### config.mk
export PLATFORM = sky130hd
export DESIGN_NAME = ftl_queue_cell
export DESIGN_NICKNAME = d
export VERILOG_FILES = /design/src/rtl/ftl_pkg.sv /design/src/rtl/ftl_queue_cell.sv
export SDC_FILE = /design/constraint.sdc
export NUM_CORES = 1
export LEC_CHECK = 0
export ABC_AREA = 1
export BUFFER_PORTS_ARGS = -buffer_cell sky130_fd_sc_hd__buf_4
export CAP_MARGIN = 20
export CORE_ASPECT_RATIO = 1.2
export CORE_UTILIZATION = 41
export CTS_BUF_LIST = sky130_fd_sc_hd__clkbuf_16
export CTS_CLUSTER_SIZE = 14
export DETAILED_ROUTE_END_ITERATION = 8
export MAX_ROUTING_LAYER = met4
export PLACE_DENSITY = 0.83
export RECOVER_POWER = 100
export REMOVE_ABC_BUFFERS = 1
export SYNTH_ARGS = -nofsm -noshare
export SYNTH_HDL_FRONTEND = slang
export SYNTH_SLANG_ARGS = --single-unit
### constraint.sdc
create_clock -name clk -period 2.1 [get_ports clk]
set_input_delay 0.105 -clock clk [delete_from_list [all_inputs] [get_ports clk]]
set_output_delay 0.105 -clock clk [all_outputs]
set_load 0.05 [all_outputs]
### src/rtl/ftl_pkg.sv
// ----------------------------------------------------------------------------
// ftl_pkg
// Shared types and codes for the queue-to-stack transfer engine.
// ----------------------------------------------------------------------------
package ftl_pkg;

	// fixed field widths on the stream ports
	localparam int IdFieldW    = 16;
	localparam int CountFieldW = 8;
	localparam int CmdW        = 2;
	localparam int StatusW     = 2;

	// command codes carried in the slave tuser
	typedef enum logic [CmdW-1:0] {
		CMD_ARRIVE = 2'd0,
		CMD_ENTER  = 2'd1,
		CMD_EXIT   = 2'd2,
		CMD_NOP    = 2'd3
	} cmd_t;

	// status codes carried in the master tuser
	typedef enum logic [StatusW-1:0] {
		ST_DONE         = 2'd0,
		ST_QFULL        = 2'd1,
		ST_XFER_REFUSED = 2'd2,
		ST_POP_REFUSED  = 2'd3
	} status_t;

	// controls broadcast to every queue cell
	typedef struct packed {
		logic arrive;   // write the new id at the tail cell
		logic advance;  // every cell takes its upper neighbor's id
	} ftl_q_ctl_t;

	// controls broadcast to every stack cell
	typedef struct packed {
		logic push;     // every cell takes its lower neighbor's id
		logic pop;      // every cell takes its upper neighbor's id
	} ftl_s_ctl_t;

endpackage

### src/rtl/ftl_queue_cell.sv
// ----------------------------------------------------------------------------
// ftl_queue_cell
// One entry of the shifting queue; the head lives in cell zero.
// ----------------------------------------------------------------------------
module ftl_queue_cell
	import ftl_pkg::*;
#(
	parameter int ID_WIDTH = 16,
	parameter int CNT_W    = 8,
	parameter int IDX      = 0
) (
	input  logic                clk,
	input  ftl_q_ctl_t          ctl,
	input  logic [CNT_W-1:0]    fill,
	input  logic [ID_WIDTH-1:0] new_id,
	input  logic [ID_WIDTH-1:0] upper_id,
	output logic [ID_WIDTH-1:0] id
);

	logic [ID_WIDTH-1:0] id_q;

	// shift toward the head on a transfer, load at the tail on arrival
	always_ff @(posedge clk) begin
		if (ctl.advance) begin
			id_q <= upper_id;
		end else if (ctl.arrive && (fill == CNT_W'(IDX))) begin
			id_q <= new_id;
		end
	end

	assign id = id_q;

endmodule

==> metrics <==
status finished, final reports clean; setup tns final 0 ns; first-pass GRT wire length roughly 3000 um; met1 usage around a quarter; Placed Area between 1000 and 1500 um2; Overall Global Routing Usage a little under a quarter; die span in y 49.3 um; postcts setup bufs 0; Slew Limit Fails 0; CTS tree done; switching pwr around 280 uW; M3 GR Usage between 4 and 5%; synthesized cell area around 760 um2; Worst Path Arrival ~1.1 ns; Via Count 740; worst-path fanout max 1; Buf/Inv on CP 1; top cell type by total area after synthesis edfxtp_1; crit-path max cell delay 0.48 ns; # hold bufs at CTS 0; Peak Freq between 800 and 900 MHz; Inserted Diodes 0; Nets between 150 and 200; Reg clk slew, reported paths 0.05 ns; Worst setup EP type output port; P&R area growth vs syn 56.4%; Initial DRT Pass Iterations 4; CTS buffer count 3; # fillers 117; max reg flops 16; final instance area about 1200 um2; Internal Power approximately 710 uW; initial antenna violation count 0; Comb power frac between 20% and 30%; kind of critical path register to output port; Synth Instances just under 80; Switching Share approximately 28%; largest cells by area after synthesis edfxtp_1 63%, nand2_1 24%, nand2_2 2.5%, buf_8 2.0%, nor2_1 2.0%; vias in the first global route roughly 710; sequential fraction of the synthesis area between 60% and 70%; Clock Tree Buf Depth 2; Reg power frac about two fifths; top cell type's share of synthesized area a little over three fifths; die area approximately 2000 um2; type of origin of the critical path register; Initial DRC Count 10; fraction of layout cells with a size suffix above 1 35.0%; Crit path required time 2.00 ns; number of I/O pins roughly 60; Cell variety after synth 10; leakage power just under 0.0006 uW; Top Usage Layer GRT met2; final hold vios 0; met2 GRT Util a little over two fifths; RSZ-0062 raised after global routing false; H-Tree Level Count 1; CP Cell Sequence clkbuf_1; VDD IR max slightly above 0.6 mV; gr ovfl total 0; DRC Markers 0; footprint of the multi-input gates between 200 and 250 um2; clock power share between 30% and 40%; Slowest cell on crit path clkbuf_1; final WL about 2200 um; root buf cell clkbuf_16; crit path time final 1.17 ns; register area around 480 um2; Hold Path Class primary input to register; period utilization 55.6%; max_cap viols 0; routed len/inst roughly 14 um; Worst path top cell family by delay buffers and inverters; largest net degree at the start of global routing 18; Cell Pwr Density about 830 nW/um2; Yosys warning count 0; Slew HR a little under three fifths; worst-margin pin slew approximately 0.65 ns; Starting Density between 40% and 50%; CTS-repair resized insts 0; Post-DP HPWL 1530 um; Yosys reg bits 16; CTS Sinks 16; PortBufs 58; Core Rows 16; Antenna Nets Post-Route 0; die width roughly 41 um; Placer Congestion between 0.6 and 0.7; core area approximately 1700 um2; Post-Syn Area per Cell between 9 and 10 um2; vias per cell approximately 4.8; Setup violations, final 0
==> per-stage QoR <==
stage          setup slack [ns]  instances  total power [uW]  utilization [%]  hold slack (ns)
2_1_floorplan              1.01         76               539                -            0.278
3_3_place_gp              0.806        152               650             70.2            0.374
3_5_place_dp              0.744        152               659             70.2            0.376
4_1_cts                   0.984        155              1010             74.7            0.137
5_1_grt                   0.854        155              1020             71.0            0.150
6_report                  0.932        155               993             71.0            0.132
==> worst paths after layout <==
kind | depth (start not counted) | start | end
max | 1 | id[13] | id[13]
min | 3 | new_id[6] | id[6]
==> cell usage in the layout, fill, tap and decap left out, drive strengths merged <==
cell type  instances
and2               1
buf               41
clkbuf            20
edfxtp            16
inv                3
nand2             52
nor2               4
==> synth_stat cells <==
cell type  count
clkbuf_8       1
inv_8          1
inv_1          2
nand2_2        3
nand2_1       49
edfxtp_1      16
buf_8          1
buf_6          1
nor2_1         4
and2_0         1
==> cells by family (layout without fill, tap and decap cells) <==
family                 Yosys count  in the layout  synth area share (%)
buffers and inverters            6             64                  7.70
DFF                             16             16                  63.0
and+or+nand+nor                 57             57                  29.3
==> power groups by stage <==
stage	clock (uW)	combinational, uW	sequential [uW]
2_1_floorplan	0	33.5	506
3_3_place_gp	0	249	401
3_5_place_dp	0	256	403
4_1_cts	359	258	397
5_1_grt	372	246	399
6_report	365	232	396
==> routing by layer <==
layer | up-vias | share of wire (%)
li1 | 366 | -
met1 | 332 | 36
met2 | 37 | 56
met3 | 5 | 5.7
met4 | 0 | 1.8
met5 | - | 0
==> area by class of cell <==
type	count	area share (%)
sequential	16	40.3
tap	18	1.89
inverter	3	1.57
multi-input combinational	57	18.6
timing repair buffer	58	31.4
clock buffer	3	6.29
Power figures use the tool's default switching activity.
