File: config.mk
export PLATFORM = sky130hd
export DESIGN_NAME = ftl_stack_cell
export DESIGN_NICKNAME = d
export VERILOG_FILES = /design/src/rtl/ftl_pkg.sv /design/src/rtl/ftl_stack_cell.sv
export SDC_FILE = /design/constraint.sdc
export NUM_CORES = 1
export LEC_CHECK = 0
export BUFFER_PORTS_ARGS = -buffer_cell sky130_fd_sc_hd__buf_2
export CAP_MARGIN = 15
export CORE_MARGIN = 3
export CORE_UTILIZATION = 39
export DETAILED_ROUTE_END_ITERATION = 16
export PLACE_DENSITY = 0.88
export RECOVER_POWER = 50
export REMOVE_ABC_BUFFERS = 1
export SLEW_MARGIN = 20
export SYNTH_ARGS = -nofsm -noshare
export SYNTH_HDL_FRONTEND = slang
export SYNTH_SLANG_ARGS = --single-unit
File: constraint.sdc
create_clock -name clk -period 1.6 [get_ports clk]
set_input_delay 0.24 -clock clk [delete_from_list [all_inputs] [get_ports clk]]
set_output_delay 0.24 -clock clk [all_outputs]
set_load 0.01 [all_outputs]
File: src/rtl/ftl_pkg.sv
// ----------------------------------------------------------------------------
// ftl_pkg
// Shared types and codes for the queue-to-stack transfer engine.
// ----------------------------------------------------------------------------
package ftl_pkg;

	// fixed field widths on the stream ports
	localparam int IdFieldW    = 16;
	localparam int CountFieldW = 8;
	localparam int CmdW        = 2;
	localparam int StatusW     = 2;

	// command codes carried in the slave tuser
	typedef enum logic [CmdW-1:0] {
		CMD_ARRIVE = 2'd0,
		CMD_ENTER  = 2'd1,
		CMD_EXIT   = 2'd2,
		CMD_NOP    = 2'd3
	} cmd_t;

	// status codes carried in the master tuser
	typedef enum logic [StatusW-1:0] {
		ST_DONE         = 2'd0,
		ST_QFULL        = 2'd1,
		ST_XFER_REFUSED = 2'd2,
		ST_POP_REFUSED  = 2'd3
	} status_t;

	// controls broadcast to every queue cell
	typedef struct packed {
		logic arrive;   // write the new id at the tail cell
		logic advance;  // every cell takes its upper neighbor's id
	} ftl_q_ctl_t;

	// controls broadcast to every stack cell
	typedef struct packed {
		logic push;     // every cell takes its lower neighbor's id
		logic pop;      // every cell takes its upper neighbor's id
	} ftl_s_ctl_t;

endpackage

File: src/rtl/ftl_stack_cell.sv
// ----------------------------------------------------------------------------
// ftl_stack_cell
// One entry of the shifting stack; the top lives in cell zero.
// ----------------------------------------------------------------------------
module ftl_stack_cell
	import ftl_pkg::*;
#(
	parameter int ID_WIDTH = 16
) (
	input  logic                clk,
	input  ftl_s_ctl_t          ctl,
	input  logic [ID_WIDTH-1:0] lower_id,
	input  logic [ID_WIDTH-1:0] upper_id,
	output logic [ID_WIDTH-1:0] id
);

	logic [ID_WIDTH-1:0] id_q;

	// push moves everything one cell deeper, pop one cell back up
	always_ff @(posedge clk) begin
		if (ctl.push) begin
			id_q <= lower_id;
		end else if (ctl.pop) begin
			id_q <= upper_id;
		end
	end

	assign id = id_q;

endmodule

==> flow_summary_export.csv <==
group,metric,value,unit
run_status,outcome,"finished clean",
synth,ys_seq_area_share,65.6,%
power,switching_power,190,uW
timing,worst_slew_pin_slew,0.360,ns
synth,ys_types,6,
timing,period_minus_slack,1.05,ns
synth,synth_top_area_share,65.6,%
grt,overflow,0,
routing,avgViaCountPerCell,4.40,
timing,final_hold_viol_count,0,
power,p_per_area,883,nW/um^2
placement,routabilityCongestion,0.612,
clocking,hold_buffers,0,
setup_path,cp-start-kind,"flop",
clocking,postCtsResizedCells,0,
timing,rsz0062_at_grt,"false",
routing,drtPass1Iterations,1,
clocking,post_cts_buffers,0,
synth,netlist_instances,35,
floorplan,start_util,41.9,%
setup_path,critical_path_buf_inv_count,1,
power,power_leakage,0.454,nW
synth,netlist_top_cells_count,"edfxtp_1, mux2_4, mux2_2",
setup_path,path_cells,"buf_2",
floorplan,core_area,1750,um^2
clocking,cts_tree,"built",
routing,ant_nets,0,
floorplan,die_h,49.3,um
grt,grt_max_degree,18,
synth,ys_seq_elements,16,
setup_path,cp.depth,1,
clocking,numCtsBuffers,3,
min_path,min_from,"upper_id[12]",
routing,drc_errors,0,
clocking,numClockSinks,16,
setup_path,cp_max_fo,1,
setup_path,path_delay_family,"flip-flops",
synth,synth_area_leaders,"edfxtp_1, mux2_4, mux2_2",
synth,yosysMostFrequentCell,"edfxtp_1",
synth,synth_area_leader_cell,"edfxtp_1",
power,swShare,21.5,%
floorplan,std_cell_rows,15,
min_path,hp-class,"input pin to flop",
final_layout,areaGrowthSynthToFinish,36.4,%
timing,slew_viol_final,0,
power,ir_drop,325,uV
grt,grt_pass1_wl,2.01,mm
synth,netlist_area,732,um^2
routing,drtIter0Drc,0,
power,clockPowerShare,22.5,%
timing,fmax,951,MHz
final_layout,largest_register_ff_count,16,
power,p_seq_share,59.4,%
run,cap_violations,0,
floorplan,die_area,2430,um^2
grt,grt_pass1_vias,471,
setup_path,required,1.36,ns
min_path,holdPathEnd,"id[12]",
timing,setup_viol,0,
grt,grt_usage,11.1,%
synth,ys.flop_type,"edfxtp_1",
synth,syn_area_per_cell,20.9,um^2
min_path,min_path_cells,2,
floorplan,ios,51,
power,power_frac_comb,18.1,%
clocking,h-tree-depth,1,
final_layout,antenna_cells,0,
routing,vias,497,
setup_path,slowest_delay,0.39,ns
clocking,clk_pin_slew_worst_paths,0.08,ns
clocking,cts.path.max_buffers,2,
timing,hold_slack,0.247,ns
routing,post_drt_wl_per_cell,11.3,um
timing,tns,0,ns
synth,ys_warn_count,0,
clocking,root_buffer,"clkbuf_4",
routing,wl,1.28,mm
setup_path,slowest_stage,"edfxtp_1",
grt,antenna_found_initial,0,
synth,async_flop_share,0,%
power,p_int,692,uW
final_layout,final_nets,124,
synth,synth_edf_count,16,
power,p_total,882,uW
timing,fin_crit_sh,65.7,%
setup_path,crit_type,"flop to output port",
floorplan,fp.dieW,49.3,um
timing,max_slew_margin,76.0,%
final_layout,layout-drive-gt1-share,70.5,%
setup_path,cp.arrival,0.81,ns
placement,numPortBuffers,50,
setup_path,cp-end-kind,"output port",
[power by group through the flow]
stage	Combinational, mW	Clock [mW]	Sequential (mW)
floorplan	0.0501	0	0.562
global placement	0.175	0	0.532
detailed placement	0.178	0	0.534
CTS	0.178	0.209	0.524
global route	0.173	0.233	0.530
finish	0.160	0.199	0.524
[cell usage in the layout (no fill, tap or decap)]
cell type | Yosys | routed
clkinv_1 | 0 | 1
buf_2 | 0 | 50
edfxtp_1 | 16 | 16
mux2_4 | 9 | 1
mux2_1 | 0 | 8
mux2_2 | 7 | 7
buf_12 | 1 | 1
clkbuf_4 | 0 | 3
or2_0 | 0 | 1
[worst max-delay path by stage]
stage / to / slack (ns) / from
after global routing: id[12] / 0.50 / id[12]
after floorplan: id[0] / 0.59 / ctl[1]
after detailed placement: id[11] / 0.32 / ctl[1]
after CTS: id[14] / 0.54 / id[14]
after global placement: id[11] / 0.32 / ctl[1]
final: id[14] / 0.55 / id[14]
[logic make-up (layout without fill, tap and decap cells)]
logic type | after synthesis | after routing | share of synthesized area [%]
buffers and inverters | 2 | 55 | 4.27
flip-flops | 16 | 16 | 65.6
multiplexers | 16 | 16 | 29.2
AND/OR/NAND/NOR | 1 | 1 | 0.855
[cell type report]
type                            count  area, um^2
Timing Repair Buffer               51         270
Multi-Input combinational cell     17         190
Fill cell                         160         747
Clock buffer                        3        22.5
Clock inverter                      1        3.75
Tap cell                           25        31.3
Sequential cell                    16         480
[stage by stage]
stage	utilization, %	setup WS, ns	instance area [um^2]	std cells
3_5_place_dp	57.4	0.318	1000	109
4_1_cts	58.9	0.537	1030	113
3_3_place_gp	57.4	0.323	1000	109
2_1_floorplan	-	0.588	701	33
5_1_grt	57.2	0.504	998	113
6_report	57.2	0.548	998	113
[routing by layer]
layer	wire length [um]	GRT usage [%]	vias up
li1	-	-	243
met1	476	13.0	222
met2	647	17.0	30
met3	133	3.36	2
met4	21	8.53	0
met5	0	0	-
Note: power is estimated with default switching activity, not from simulation.
